$ cat src/design/fupe_pkg.sv
// ----------------------------------------------------------------------------
// fupe_pkg: shared types and constants of the form-url percent encoder
// queue entry layout, item kinds and the character helpers
// ----------------------------------------------------------------------------
package fupe_pkg;

  // item kinds decided by the front end
  localparam logic [1:0] KIND_PASS = 2'd0;  // one character, already mapped
  localparam logic [1:0] KIND_ESC  = 2'd1;  // '%' and two hex digits
  localparam logic [1:0] KIND_NL   = 2'd2;  // line feed, six characters

  // run lengths less one, as last character index
  localparam logic [2:0] ESC_LAST_IDX = 3'd2;
  localparam logic [2:0] NL_LAST_IDX  = 3'd5;

  // fixed characters
  localparam logic [7:0] CH_PCT   = 8'h25;  // '%'
  localparam logic [7:0] CH_PLUS  = 8'h2B;  // '+'
  localparam logic [7:0] CH_SPACE = 8'h20;
  localparam logic [7:0] CH_LF    = 8'h0A;
  localparam logic [7:0] CH_CR    = 8'h0D;

  // one classified transaction waiting for the back end
  typedef struct packed {
    logic [1:0] kind;
    logic [7:0] text;
  } entry_t;

  // queue status seen by both ends
  typedef struct packed {
    logic not_empty;
    logic full;
  } q_status_t;

  // uppercase hex digit of one nibble
  function automatic logic [7:0] hex_char(input logic [3:0] nib);
    if (nib < 4'd10) begin
      return 8'h30 + {4'h0, nib};
    end
    return 8'h37 + {4'h0, nib};
  endfunction

  // the line feed run "%0D%0A"
  function automatic logic [7:0] nl_char(input logic [2:0] idx);
    logic [7:0] ch;
    unique case (idx)
      3'd0:    ch = CH_PCT;
      3'd1:    ch = 8'h30;
      3'd2:    ch = 8'h44;
      3'd3:    ch = CH_PCT;
      3'd4:    ch = 8'h30;
      3'd5:    ch = 8'h41;
      default: ch = CH_PCT;
    endcase
    return ch;
  endfunction

endpackage

$ cat src/design/fupe_front.sv
// ----------------------------------------------------------------------------
// fupe_front: input classifier
// accepts text bytes, sorts them into pass, escape or line feed kinds and
// drops carriage returns
// ----------------------------------------------------------------------------
module fupe_front (
  input  logic                in_valid,
  output logic                in_stall,
  input  logic [7:0]          in_text_byte,
  input  fupe_pkg::q_status_t q_status,
  output logic                push,
  output fupe_pkg::entry_t    push_entry
);

  logic is_pass;
  logic accept;

  // letters, digits and the safe set
  always_comb begin
    is_pass = 1'b0;
    if ((in_text_byte >= 8'h41) && (in_text_byte <= 8'h5A)) begin
      is_pass = 1'b1;
    end
    if ((in_text_byte >= 8'h61) && (in_text_byte <= 8'h7A)) begin
      is_pass = 1'b1;
    end
    if ((in_text_byte >= 8'h30) && (in_text_byte <= 8'h39)) begin
      is_pass = 1'b1;
    end
    case (in_text_byte)
      8'h24, 8'h2D, 8'h2E, 8'h5F, 8'h21, 8'h2A, 8'h28, 8'h29, 8'h2C: is_pass = 1'b1;
      default: ;
    endcase
  end

  // build the queue entry, space folds into a single pass character
  always_comb begin
    push_entry.kind = fupe_pkg::KIND_ESC;
    push_entry.text = in_text_byte;
    if (is_pass) begin
      push_entry.kind = fupe_pkg::KIND_PASS;
    end else if (in_text_byte == fupe_pkg::CH_SPACE) begin
      push_entry.kind = fupe_pkg::KIND_PASS;
      push_entry.text = fupe_pkg::CH_PLUS;
    end else if (in_text_byte == fupe_pkg::CH_LF) begin
      push_entry.kind = fupe_pkg::KIND_NL;
    end
  end

  // handshake, carriage return is taken but never queued
  assign in_stall = q_status.full;
  assign accept   = in_valid && !q_status.full;
  assign push     = accept && (in_text_byte != fupe_pkg::CH_CR);

endmodule

$ cat src/design/fupe_queue.sv
// ----------------------------------------------------------------------------
// fupe_queue: small queue between classifier and emitter
// lets the front keep taking transactions while a long escape drains
// ----------------------------------------------------------------------------
module fupe_queue #(
  parameter int DEPTH = 4
) (
  input  logic                clk,
  input  logic                rst_n,
  input  logic                push,
  input  fupe_pkg::entry_t    push_entry,
  input  logic                pop,
  output fupe_pkg::entry_t    head_entry,
  output fupe_pkg::q_status_t q_status
);

  localparam int PW = (DEPTH > 1) ? $clog2(DEPTH) : 1;
  localparam int CW = $clog2(DEPTH + 1);
  localparam logic [PW-1:0] LAST_PTR = PW'(DEPTH - 1);
  localparam logic [CW-1:0] FULL_CNT = CW'(DEPTH);

  fupe_pkg::entry_t mem [DEPTH];
  logic [PW-1:0] wr_ptr_r, wr_ptr_nxt;
  logic [PW-1:0] rd_ptr_r, rd_ptr_nxt;
  logic [CW-1:0] count_r, count_nxt;

  // storage write
  always_ff @(posedge clk) begin
    if (push) begin
      mem[wr_ptr_r] <= push_entry;
    end
  end

  assign head_entry         = mem[rd_ptr_r];
  assign q_status.not_empty = (count_r != '0);
  assign q_status.full      = (count_r == FULL_CNT);

  // pointer and count update
  always_comb begin
    wr_ptr_nxt = wr_ptr_r;
    rd_ptr_nxt = rd_ptr_r;
    count_nxt  = count_r;
    if (push) begin
      wr_ptr_nxt = (wr_ptr_r == LAST_PTR) ? '0 : wr_ptr_r + 1'b1;
    end
    if (pop) begin
      rd_ptr_nxt = (rd_ptr_r == LAST_PTR) ? '0 : rd_ptr_r + 1'b1;
    end
    if (push && !pop) begin
      count_nxt = count_r + 1'b1;
    end else if (pop && !push) begin
      count_nxt = count_r - 1'b1;
    end
  end

  always_ff @(posedge clk) begin
    if (!rst_n) begin
      wr_ptr_r <= '0;
      rd_ptr_r <= '0;
      count_r  <= '0;
    end else begin
      wr_ptr_r <= wr_ptr_nxt;
      rd_ptr_r <= rd_ptr_nxt;
      count_r  <= count_nxt;
    end
  end

endmodule

$ cat src/design/fupe_back.sv
// ----------------------------------------------------------------------------
// fupe_back: character emitter
// walks each queued transaction one character per cycle, while out_stall
// is low, into the output register and marks the last character of its run
// ----------------------------------------------------------------------------
module fupe_back (
  input  logic                clk,
  input  logic                rst_n,
  input  fupe_pkg::entry_t    head_entry,
  input  fupe_pkg::q_status_t q_status,
  output logic                pop,
  output logic                out_valid,
  input  logic                out_stall,
  output logic [7:0]          out_char,
  output logic                out_run_last
);

  logic [2:0] idx_r, idx_nxt;
  logic       valid_r, valid_nxt;
  logic [7:0] char_r, char_nxt;
  logic       last_r, last_nxt;
  logic       load;

  // output register may take a new character
  assign load = !valid_r || !out_stall;

  // character and end of run for the current index
  always_comb begin
    char_nxt = fupe_pkg::CH_PCT;
    last_nxt = 1'b0;
    unique case (head_entry.kind)
      fupe_pkg::KIND_PASS: begin
        char_nxt = head_entry.text;
        last_nxt = 1'b1;
      end
      fupe_pkg::KIND_ESC: begin
        if (idx_r == 3'd1) begin
          char_nxt = fupe_pkg::hex_char(head_entry.text[7:4]);
        end else if (idx_r != 3'd0) begin
          char_nxt = fupe_pkg::hex_char(head_entry.text[3:0]);
        end
        last_nxt = (idx_r == fupe_pkg::ESC_LAST_IDX);
      end
      fupe_pkg::KIND_NL: begin
        char_nxt = fupe_pkg::nl_char(idx_r);
        last_nxt = (idx_r == fupe_pkg::NL_LAST_IDX);
      end
      default: begin
        char_nxt = head_entry.text;
        last_nxt = 1'b1;
      end
    endcase
  end

  // sequencing over the run
  always_comb begin
    valid_nxt = valid_r;
    idx_nxt   = idx_r;
    pop       = 1'b0;
    if (load) begin
      valid_nxt = q_status.not_empty;
      if (q_status.not_empty) begin
        if (last_nxt) begin
          pop     = 1'b1;
          idx_nxt = '0;
        end else begin
          idx_nxt = idx_r + 1'b1;
        end
      end
    end
  end

  always_ff @(posedge clk) begin
    if (!rst_n) begin
      valid_r <= 1'b0;
      idx_r   <= '0;
    end else begin
      valid_r <= valid_nxt;
      idx_r   <= idx_nxt;
    end
  end

  // payload register
  always_ff @(posedge clk) begin
    if (load) begin
      char_r <= char_nxt;
      last_r <= last_nxt;
    end
  end

  assign out_valid    = valid_r;
  assign out_char     = char_r;
  assign out_run_last = last_r;

endmodule

$ cat src/design/form_url_percent_encoder.sv
// ----------------------------------------------------------------------------
// form_url_percent_encoder: form-url encoding of a byte stream
// classifier, queue and character emitter
// ----------------------------------------------------------------------------
// One text byte is taken per cycle while the queue has room; each gives a run
// of output characters at one per cycle: one for letters, digits, the safe
// set and space (as '+'), three for escaped bytes, six for a line feed and
// none for a carriage return. Output rate is one character per cycle while
// out_stall is low, set by the single output register; input stalls
// only when the QUEUE_DEPTH entry queue fills behind a long run or a
// stalled output. out_run_last marks the last character of each run.
module form_url_percent_encoder #(
  parameter int QUEUE_DEPTH = 4
) (
  input  logic       clk,
  input  logic       rst_n,
  input  logic       in_valid,
  output logic       in_stall,
  input  logic [7:0] in_text_byte,
  output logic       out_valid,
  input  logic       out_stall,
  output logic [7:0] out_char,
  output logic       out_run_last
);

  fupe_pkg::q_status_t q_status;
  fupe_pkg::entry_t    push_entry;
  fupe_pkg::entry_t    head_entry;
  logic                push;
  logic                pop;

  // classify incoming transactions
  fupe_front u_front (
    .in_valid     (in_valid),
    .in_stall     (in_stall),
    .in_text_byte (in_text_byte),
    .q_status     (q_status),
    .push         (push),
    .push_entry   (push_entry)
  );

  // decoupling queue
  fupe_queue #(
    .DEPTH (QUEUE_DEPTH)
  ) u_queue (
    .clk        (clk),
    .rst_n      (rst_n),
    .push       (push),
    .push_entry (push_entry),
    .pop        (pop),
    .head_entry (head_entry),
    .q_status   (q_status)
  );

  // emit characters
  fupe_back u_back (
    .clk          (clk),
    .rst_n        (rst_n),
    .head_entry   (head_entry),
    .q_status     (q_status),
    .pop          (pop),
    .out_valid    (out_valid),
    .out_stall    (out_stall),
    .out_char     (out_char),
    .out_run_last (out_run_last)
  );

endmodule
$ cat config.mk
export PLATFORM = sky130hd
export DESIGN_NAME = form_url_percent_encoder
export DESIGN_NICKNAME = d
export VERILOG_FILES = /design/src/design/fupe_pkg.sv /design/src/design/fupe_front.sv /design/src/design/fupe_queue.sv /design/src/design/fupe_back.sv /design/src/design/form_url_percent_encoder.sv
export SDC_FILE = /design/constraint.sdc
export NUM_CORES = 1
export LEC_CHECK = 0
export ABC_AREA = 0
export BUFFER_PORTS_ARGS = -buffer_cell sky130_fd_sc_hd__buf_2
export CORE_ASPECT_RATIO = 1.75
export CORE_MARGIN = 5
export CORE_UTILIZATION = 40
export DETAILED_ROUTE_END_ITERATION = 16
export PLACE_DENSITY = 0.64
export SLEW_MARGIN = 15
export SYNTH_ARGS = -nofsm -noshare
export SYNTH_HDL_FRONTEND = slang
export SYNTH_HIERARCHICAL = 1
export SYNTH_SLANG_ARGS = --single-unit
$ cat constraint.sdc
create_clock -name clk -period 3.3 [get_ports clk]
set_input_delay 0.33 -clock clk [delete_from_list [all_inputs] [get_ports clk]]
set_output_delay 0.33 -clock clk [all_outputs]
set_load 0.1 [all_outputs]
==> metrics.cfg, run 1 <==
[critical_path]
crit_path_start_kind = flip-flop
critPathKind = flip-flop to flip-flop
reg2reg_slack_ns = 0.30
cp.required_ns = 3.56
critical_path.max_fanout = 5
r2r_cells = 12
critPathArrivalTime_ns = 3.26
end_kind = flip-flop
r2r_end = u_queue/count_r[2]$_SDFFE_PN0P_

[outcome]
status = finished, final reports clean

[global_routing]
grt_max_degree = 14
grtUsageTotal_pct = 12.8
grt_overflow = 0
antenna_found_initial = 0
grt_pass1_wl_um = 9770
grt_pass1_vias = 2102

[cells_and_area]
multiInputGateArea_um2 = 1350
syn_to_final_growth_pct = 13.4
nNetsFinal = 299
final_cell_count_no_fill = 367
post-route-util_pct = 46.7
fin_area_um2 = 3710
drive_above_1_share_pct = 23.5
diodes = 0
seqCellArea_um2 = 1730
fillerInstances = 733

[hold_path]
hold_class = input pin to flip-flop
whs_path_depth = 1
worstHoldStart = in_text_byte[7]
worstHoldEndpoint = u_queue/mem[2][7]$_DFFE_PP_

[timing]
slew_headroom_pct = 47.4
finalWorstSetupSlack_ns = 0.302
timing.final.crit_period_ns = 3.00
hold_ws_ns = 0.290
fin_tns_setup_ns = 0
clock.fmax_ghz = 0.334
setup_viol = 0
finalCritPeriodShare_pct = 90.9
rsz0062_at_grt = no
maxSlewViolCount = 0
finalHoldViolations = 0
tightest_slew_ns = 0.787
fin_worst_skew_ns = 0.00537

[synthesis]
synth.most_common_cell = edfxtp_1
synth_commonest_cells = edfxtp_1, inv_1, nand2_1
synth.area.top_cells = edfxtp_1, dfxtp_1, mux4_2
ys_seq_elements = 62
syn_area_per_cell_um2 = 12.9
yosysSeqAreaShare_pct = 52.9
synth_edf_count = 49
ys.flop_type = edfxtp_1
synth_area_um2 = 3280
yosysTopAreaCell = edfxtp_1
synth_top_area_share_pct = 44.9
ys_types = 56
async_flop_share_pct = 0
synthCells = 254
yosysWarnings = 6
syn-num-nets = 281

[floorplan]
die_y_um = 130
initial_core_util_pct = 41.1
rows = 43
design.core.area_um2 = 7960
ioPinCount = 23
die_w_um = 78.4
dieArea_um2 = 10200

[route]
dr.pass1.iters = 4
routed_via_density = 5.46
wl_per_cell_um = 15.6
wl_um = 5720
ant_nets = 0
num_vias = 2003
drt_first_iter_violations = 87
drc = 0

[power]
p_leak_nw = 1.39
report.power.total_mw = 3.52
power_density_nw_per_um2 = 947
ir_worst_vdd_v = 0.000405

[placement]
preCtsSetupSlack_ns = 0.272
hpwl_um = 4330
io_buffers = 22
routabilityCongestion = 0.798
placed_cells = 351
dpl_cell_area_um2 = 3390

[cts]
post_cts_buffers = 0
clkLatencyLatePin_ns = 0.32
cts_tree = done
cts_resized = 0
clock-sinks = 62
clk_pin_slew_ns = 0.05
root_buffer = clkbuf_16
cts_buffer_depth = 2
cts_made_buffers = 9
hold_buffers = 0
cts_max_level = 3

[flow_run]
maxCapViolations = 0

## worst max-delay path, stage by stage, from the launching register on
cell and delay, ns:
dfxtp_1 0.39, mux4_2 0.53, ha_1 0.28, inv_1 0.15
o211a_1 0.21, nor2_1 0.09, inv_1 0.09, ha_1 0.18
inv_1 0.06, fa_1 0.37, xor2_1 0.16, or3_1 0.30
a21boi_1 0.14
## final cells by class
type                            instances  share of cell area [%]
Clock buffer                            9                    6.06
Clock inverter                          7                    2.66
Inverter                               18                    1.82
Multi-Input combinational cell        156                    36.2
Sequential cell                        62                    46.6
Tap cell                               90                    3.03
Timing Repair Buffer                   25                    3.57
## metal layers
layer	track usage (%)	routed length, µm
met1	12.4	2080
met2	23.5	3190
met3	3.52	216
met4	8.34	226
met5	0	0
## flip-flops by register name, indices dropped and copies added, names as in the netlist, named ones only
| register | count |
|---|---|
| u_queue/mem | 40 |
| u_back/out_char | 8 |
| u_back/idx_r | 3 |
| u_queue/count_r | 3 |
| u_queue/rd_ptr_r | 2 |
| u_queue/wr_ptr_r | 2 |
| u_back/out_run_last | 1 |
| u_back/out_valid | 1 |
## report_power, final
group,internal (mW),switching [mW],leakage (nW)
combinational,0.454,1.00,0.662
clock,0.662,0.324,0.156
sequential,1.02,0.0588,0.571
## layout by cell type (no fill, tap or decap), types with 3 or more instances in the layout
| cell | netlist | final |
|---|---|---|
| a21oi_1 | 6 | 6 |
| a2bb2oi_1 | 3 | 3 |
| and2_1 | 7 | 7 |
| buf_2 | 1 | 22 |
| buf_4 | 2 | 3 |
| clkbuf_16 | 0 | 9 |
| clkinv_4 | 0 | 3 |
| dfxtp_1 | 13 | 13 |
| edfxtp_1 | 49 | 49 |
| ha_1 | 14 | 14 |
| inv_1 | 18 | 18 |
| mux2i_1 | 5 | 5 |
| mux4_2 | 10 | 10 |
| nand2_1 | 15 | 15 |
| nand2b_1 | 8 | 8 |
| nand3_1 | 8 | 8 |
| nor2_1 | 7 | 7 |
| nor2b_1 | 10 | 10 |
| nor3_1 | 3 | 3 |
| nor4b_1 | 3 | 3 |
| o21ai_0 | 7 | 7 |
| xnor2_1 | 4 | 4 |
## how the worst max path moves through the flow
stage / slack (ns) / end / cells past startpoint / start
detailed placement: 0.27 / u_queue/count_r[2]$_SDFFE_PN0P_ / 12 / flip-flop
finish: 0.30 / u_queue/count_r[2]$_SDFFE_PN0P_ / 12 / flip-flop
global route: 0.06 / u_queue/count_r[2]$_SDFFE_PN0P_ / 12 / flip-flop
floorplan: 0.38 / u_queue/count_r[2]$_SDFFE_PN0P_ / 10 / u_back/out_valid$_SDFFE_PN0N_
CTS: 0.26 / u_queue/count_r[2]$_SDFFE_PN0P_ / 12 / flip-flop
global placement: 0.35 / u_queue/count_r[2]$_SDFFE_PN0P_ / 12 / flip-flop
## kinds of logic (layout without fill, tap and decap cells)
kind of cell / Yosys count / in the layout / synth area share, %
compound gates: 47 / 47 / 11.8
buf+inv: 36 / 59 / 6.03
fa+ha+maj: 15 / 15 / 5.96
simple gates: 73 / 73 / 13.3
flops: 62 / 62 / 52.9
mux: 15 / 15 / 8.40
xor+xnor: 6 / 6 / 1.60
(Power assumes the default switching activity.)
==> run 2, diff against run 1 <==
Settings changed: ABC_AREA 0 to 1.
==> run 2 against run 1 <==
Power rose by 6.8%; sequential power barely moved; register-to-register slack is essentially flat; worst setup slack worse by 0.013 ns; routed wire length is 16% higher; via count grew 23%; combinational power grew 16%; sequential share of layout area is 0.40 points lower; highest routed layer unchanged.
==> metrics.cfg, run 2 <==
[outcome]
status = finished, final reports clean

[placement]
io_buffers = 22  ; unchanged
preCtsSetupSlack_ns = 0.313  ; +0.0411 ns
hpwl_um = 5000  ; +16%
placed_cells = 474  ; +35%
routabilityCongestion = 0.838  ; +5.0%
dpl_cell_area_um2 = 3440  ; +1.5%

[cells_and_area]
drive_above_1_share_pct = 17.8  ; -5.7 points
syn_to_final_growth_pct = 14.8
fin_area_um2 = 3750  ; +0.88%
nNetsFinal = 422  ; +41%
final_common_cell = nand2_1
largest_register = u_queue/mem
final_cell_mix = nand2_1, nor2_1, edfxtp_1
largest_reg_flops = 40  ; unchanged
final_cell_count_no_fill = 489  ; +33%
diodes = 0  ; unchanged

[power]
power_frac_clock_pct = 25.4  ; -2.6 points
p_sw_mw = 1.64  ; +18%
power_density_nw_per_um2 = 1000  ; +5.9%
p_leak_nw = 1.67  ; +21%
combPwrFrac_pct = 44.9  ; +3.5 points
sw_frac_of_total_pct = 43.6  ; +4.3 points
ir_worst_vdd_v = 0.000407  ; +0.67%
seq_power_share_pct = 29.6  ; -1.0 points
intPower_mw = 2.12  ; -0.70%

[route]
ant_nets = 0  ; unchanged
routed_via_density = 5.05  ; -7.4%
drc = 0  ; unchanged
wl_um = 6630  ; +16%
wl_per_cell_um = 13.6  ; -13%
dr.pass1.iters = 4  ; unchanged
drt_first_iter_violations = 94  ; +8.0%
num_vias = 2471  ; +23%

[cts]
cts_buffer_depth = 2  ; unchanged
root_buffer = clkbuf_16
cts_tree = done
clkLatencyLatePin_ns = 0.33  ; about the same
clock-sinks = 62  ; unchanged
cts_max_level = 3  ; unchanged
clk_pin_slew_ns = 0.05  ; about the same
post_cts_buffers = 0  ; unchanged
cts_made_buffers = 9  ; unchanged

[global_routing]
grt_max_degree = 13  ; -1
grt_overflow = 0  ; unchanged
grt_pass1_vias = 2434  ; +16%
antenna_found_initial = 0  ; unchanged
grt_pass1_wl_um = 10800  ; +11%
grtUsageTotal_pct = 14.2  ; +1.3 points

[synthesis]
syn-num-nets = 396  ; +41%
synth_commonest_cells = nand2_1, nor2_1, edfxtp_1
ys_seq_elements = 62  ; unchanged
synth.most_common_cell = nand2_1
yosysSeqAreaShare_pct = 53.0  ; +0.16 points
syn_area_per_cell_um2 = 8.85  ; -31%
yosysWarnings = 6  ; unchanged
yosysTopAreaCell = edfxtp_1
synth_top_area_share_pct = 45.1  ; +0.14 points
ys.flop_type = edfxtp_1
synth_edf_count = 49  ; unchanged
synthCells = 369  ; +45%
synth_area_um2 = 3270  ; -0.31%
async_flop_share_pct = 0  ; unchanged
ys_types = 30  ; -46%
synth.area.top_cells = edfxtp_1, nand2_1, dfxtp_1

[critical_path]
cp.required_ns = 3.52  ; -0.04 ns
cp-endpoint = u_queue/count_r[2]$_SDFFE_PN0P_
end_kind = flip-flop
critical_path.max_fanout = 10  ; +5
r2r_cells = 20  ; +8
crit_path_start_kind = flip-flop
critPathArrivalTime_ns = 3.23  ; -0.03 ns
r2r_end = u_queue/count_r[2]$_SDFFE_PN0P_
reg2reg_slack_ns = 0.29  ; about the same
critPathKind = flip-flop to flip-flop

[floorplan]
die_y_um = 130  ; -0.14%
ioPinCount = 23  ; unchanged
rows = 43  ; unchanged
dieArea_um2 = 10100  ; -0.27%
initial_core_util_pct = 41.0  ; -0.13 points
die_w_um = 78.3  ; -0.13%
design.core.area_um2 = 7960  ; unchanged

[timing]
hold_ws_ns = 0.272  ; -0.0179 ns
finalHoldViolations = 0  ; unchanged
maxSlewViolCount = 0  ; unchanged
finalWorstSetupSlack_ns = 0.289  ; -0.0133 ns
fin_tns_setup_ns = 0  ; unchanged
slew_headroom_pct = 58.4  ; +11 points
timing.final.crit_period_ns = 3.01  ; +0.0133 ns
clock.fmax_ghz = 0.332  ; -0.44%
fin_worst_skew_ns = 0.00530  ; -0.0000665 ns
tightest_slew_ns = 0.624  ; -0.163 ns
rsz0062_at_grt = no
setup_viol = 0  ; unchanged
finalCritPeriodShare_pct = 91.3  ; +0.40 points

[flow_run]
maxCapViolations = 0  ; unchanged

[hold_path]
hold_class = input pin to flip-flop

## run 2: cell types whose count changed in the layout (fill, tap and decap cells not counted), sizes merged, moves of 5 or more
cell    change
nand2      +71
nor2       +53
inv        +32
o21ai      +20
nand3      +13
nor2b      -12
mux4       -10
o22ai       +9
nand2b      -8
and2        -7
mux2i       -5
## run 2: worst min path at each step
stage,slack [ns],from,depth (start not counted),endpoint
finish,0.27,in_text_byte[5],1,u_queue/mem[0][5]$_DFFE_PP_
global route,0.27,in_text_byte[5],1,u_queue/mem[3][5]$_DFFE_PP_
CTS,0.26,in_text_byte[5],1,u_queue/mem[0][5]$_DFFE_PP_
detailed placement,0.51,u_back/idx_r[0]$_SDFFE_PN0P_,2,u_back/idx_r[0]$_SDFFE_PN0P_
global placement,0.50,u_back/idx_r[0]$_SDFFE_PN0P_,2,u_back/idx_r[0]$_SDFFE_PN0P_
floorplan,0.45,rst_n,2,u_queue/count_r[2]$_SDFFE_PN0P_
## run 2: worst max-delay path: stages, from the launching register on
cell	delay (ns)
dfxtp_1	0.51
o21ai_1	0.13
o22ai_1	0.21
inv_1	0.07
ha_1	0.36
inv_2	0.17
nand2_1	0.10
nor2_2	0.10
inv_2	0.05
nand2_2	0.06
inv_1	0.05
inv_1	0.10
ha_1	0.18
inv_1	0.08
fa_1	0.41
inv_1	0.07
nand2_1	0.06
nand3_1	0.07
nand2_1	0.05
inv_1	0.05
nor2_1	0.04
## run 2: stage by stage
stage                     util (%)  total power, mW
after global routing          47.1             3.98
after global placement        43.2             2.77
after floorplan                  -             2.50
after CTS                     47.1             3.78
final                         47.1             3.76
after detailed placement      43.2             2.80
## run 2: repair_timing
item / in CTS / in global routing
hold buffers: 0 / 0
gates resized for setup: 0 / 1
endpoints found under the setup margin: 0 / 1
## run 2: cell type report
cell class / instances / area [µm²]
clock buffer: 10 / 229
tap: 90 / 113
timing repair buffer: 26 / 140
multi-input combinational: 246 / 1270
fill: 752 / 4220
sequential: 62 / 1730
clock inverter: 5 / 75.1
inverter: 50 / 188
## run 2: metal layers
metal  global-route usage (%)  up-vias  wire length (µm)
met4                     8.86        0               220
li1                         -     1262                 -
met5                        0        -                 0
met1                     13.0     1139              2450
met2                     27.7       54              3740
met3                     2.92       16               226
## run 2: power by group through the flow
stage	Combinational, mW	Clock (mW)	Sequential [mW]
floorplan	0.947	0	1.55
global placement	1.65	0	1.12
detailed placement	1.67	0	1.13
CTS	1.69	0.973	1.11
global route	1.84	1.01	1.13
finish	1.69	0.956	1.11
## run 2: cells by family (layout without fill, tap and decap cells)
kind of cell | count (synthesis) | count (layout) | synth area share [%]
adders and majority gates | 15 | 15 | 5.98
xor gates and xnor gates | 2 | 2 | 0.536
DFF | 62 | 62 | 53.0
AOI/OAI and AO/OA | 52 | 52 | 8.97
buffers and inverters | 61 | 91 | 8.05
and+or+nand+nor | 177 | 177 | 23.4
==> run 3, diff against run 2 <==
Clock period 3.3 ns to 3.4 ns, I/O delays scaled along.
==> run 3 against run 2 <==
Clock-buffer cell count grew 1; via count grew 1.2%; clock power shrank 2.2%; first-iteration DRC count grew 37%; combinational power shrank 4%; non-clock buffer count shrank 1; worst setup slack gained 0.027 ns; register-to-register slack gained 0.03 ns; clock skew grew 0.0029 ns; sequential share of layout area grew 0.080 points; die area is the same; power shrank 2.9%; largest power group unchanged.
==> metrics.cfg, run 3 (synthesis gave the netlist of run 2 again) <==
[critical_path]
crit_top_cell = inv_1
path_cells = o21ai_1 > o22ai_1 > inv_1 > ha_1 > inv_2 > nand2_1 > nor2_2 > inv_2 > nand2_2 > inv_1 > inv_1 > ha_1 > inv_1 > fa_1 > inv_1 > nand2_1 > nand3_1 > nand2_1 > inv_1 > nor2_1
max_stage_delay_ns = 0.55  ; +0.04 ns
crit_slowest_cell = dfxtp_1
cp-endpoint = u_queue/count_r[2]$_SDFFE_PN0P_
critPathArrivalTime_ns = 3.31  ; +0.08 ns
reg2reg_slack_ns = 0.32  ; +0.03 ns
critical_path_buf_inv_count = 8  ; unchanged
critical_path.max_fanout = 11  ; +1
critPathKind = flip-flop to flip-flop
crit_family = adder cells
end_kind = flip-flop
cp.required_ns = 3.63  ; +0.11 ns
r2r_cells = 20  ; unchanged
r2r_end = u_queue/count_r[2]$_SDFFE_PN0P_
crit_path_start_kind = flip-flop
cp.depth = 20  ; unchanged

[hold_path]
whs_path_depth = 1  ; unchanged
hold_class = input pin to flip-flop

[placement]
dpl_cell_area_um2 = 3440  ; -0.22%
routabilityCongestion = 0.856  ; +2.1%
io_buffers = 22  ; unchanged
hpwl_um = 4990  ; -0.35%
preCtsSetupSlack_ns = 0.322  ; +0.00895 ns

[power]
ir_worst_vdd_v = 0.000460  ; +13%
report.power.total_mw = 3.65  ; -2.9%
p_leak_nw = 1.67  ; -0.36%
power_density_nw_per_um2 = 975  ; -2.8%

[cts]
clkLatencyLatePin_ns = 0.33  ; about the same
cts_buffer_depth = 2  ; unchanged
root_buffer = clkbuf_16
post_cts_buffers = 0  ; unchanged
hold_buffers = 0  ; unchanged
cts_made_buffers = 9  ; unchanged
cts_max_level = 3  ; unchanged
cts_tree = done
clk_pin_slew_ns = 0.05  ; about the same
clock-sinks = 62  ; unchanged
cts_resized = 0  ; unchanged

[timing]
clock.fmax_ghz = 0.324  ; -2.4%
finalHoldViolations = 0  ; unchanged
fin_worst_skew_ns = 0.00817  ; +0.00287 ns
slew_headroom_pct = 59.0  ; +0.58 points
finalWorstSetupSlack_ns = 0.316  ; +0.0275 ns
tightest_slew_ns = 0.615  ; -0.00875 ns
rsz0062_at_grt = no
fin_tns_setup_ns = 0  ; unchanged
timing.final.crit_period_ns = 3.08  ; +0.0725 ns
setup_viol = 0  ; unchanged
maxSlewViolCount = 0  ; unchanged
finalCritPeriodShare_pct = 90.7  ; -0.55 points

[route]
drc = 0  ; unchanged
dr.pass1.iters = 4  ; unchanged
routed_via_density = 5.11  ; +1.2%
drt_first_iter_violations = 129  ; +37%
num_vias = 2500  ; +1.2%
ant_nets = 0  ; unchanged
wl_um = 6570  ; -1.0%
wl_per_cell_um = 13.4  ; -1.0%

[floorplan]
die_w_um = 78.3  ; unchanged
rows = 43  ; unchanged
ioPinCount = 23  ; unchanged
die_y_um = 130  ; unchanged
design.core.area_um2 = 7960  ; unchanged
dieArea_um2 = 10100  ; unchanged
initial_core_util_pct = 41.0  ; unchanged

[global_routing]
antenna_found_initial = 0  ; unchanged
grt_pass1_wl_um = 11000  ; +1.3%
grt_pass1_vias = 2486  ; +2.1%
grt_overflow = 0  ; unchanged
grtUsageTotal_pct = 14.2  ; +0.075 points
grt_max_degree = 13  ; unchanged

[cells_and_area]
fillerInstances = 765  ; +1.7%
largest_reg_flops = 40  ; unchanged
final_cell_mix = nand2_1, nor2_1, edfxtp_1
syn_to_final_growth_pct = 14.6
nNetsFinal = 421  ; -0.24%
post-route-util_pct = 47.0  ; -0.047 points
final_common_cell = nand2_1
fin_area_um2 = 3740  ; -0.10%
diodes = 0  ; unchanged
drive_above_1_share_pct = 17.5  ; -0.25 points
largest_register = u_queue/mem

[flow_run]
maxCapViolations = 0  ; unchanged

[outcome]
status = finished, final reports clean

-- run 3: power by group --
group / total [mW] / internal, mW / switching, mW / leakage, nW
combinational: 1.63 / 0.412 / 1.22 / 0.942
sequential: 1.08 / 1.01 / 0.0719 / 0.576
clock: 0.935 / 0.635 / 0.300 / 0.151
total: 3.65 / 2.06 / 1.59 / 1.67
-- run 3: layout make-up --
cell class,instances,area (µm²),area share [%]
well taps,90,113,3.01
flip-flops and latches,62,1730,46.3
inverters,50,188,5.01
clock buffers,11,233,6.22
clock inverters,5,73.8,1.97
multi-input cells,246,1270,34.0
repair buffers,25,133,3.54
-- run 3: worst register-to-register path, cell delays in order, from the launching register on --
cell,delay [ns]
dfxtp_1,0.55
o21ai_1,0.13
o22ai_1,0.21
inv_1,0.07
ha_1,0.36
inv_2,0.16
nand2_1,0.10
nor2_2,0.10
inv_2,0.05
nand2_2,0.06
inv_1,0.05
inv_1,0.10
ha_1,0.21
inv_1,0.08
fa_1,0.40
inv_1,0.09
nand2_1,0.06
nand3_1,0.07
nand2_1,0.05
inv_1,0.05
nor2_1,0.04
-- run 3: through the flow --
| step | std cells | hold WS, ns |
|---|---|---|
| after floorplan | 369 | 0.461 |
| after global placement | 473 | 0.500 |
| after detailed placement | 473 | 0.513 |
| after CTS | 489 | 0.272 |
| after global routing | 489 | 0.275 |
| final | 489 | 0.279 |
-- run 3: layer usage --
layer / track usage, % / wire [µm]
met1: 12.7 / 2350
met2: 27.5 / 3700
met3: 4.03 / 239
met4: 8.75 / 281
met5: 0 / 0
-- run 3: worst min-delay path by stage --
stage,from,endpoint
after floorplan,rst_n,u_queue/count_r[2]$_SDFFE_PN0P_
after global placement,u_back/idx_r[0]$_SDFFE_PN0P_,u_back/idx_r[0]$_SDFFE_PN0P_
after detailed placement,u_back/idx_r[0]$_SDFFE_PN0P_,u_back/idx_r[0]$_SDFFE_PN0P_
after CTS,in_text_byte[5],u_queue/mem[0][5]$_DFFE_PP_
after global routing,in_text_byte[5],u_queue/mem[0][5]$_DFFE_PP_
final,in_text_byte[5],u_queue/mem[0][5]$_DFFE_PP_
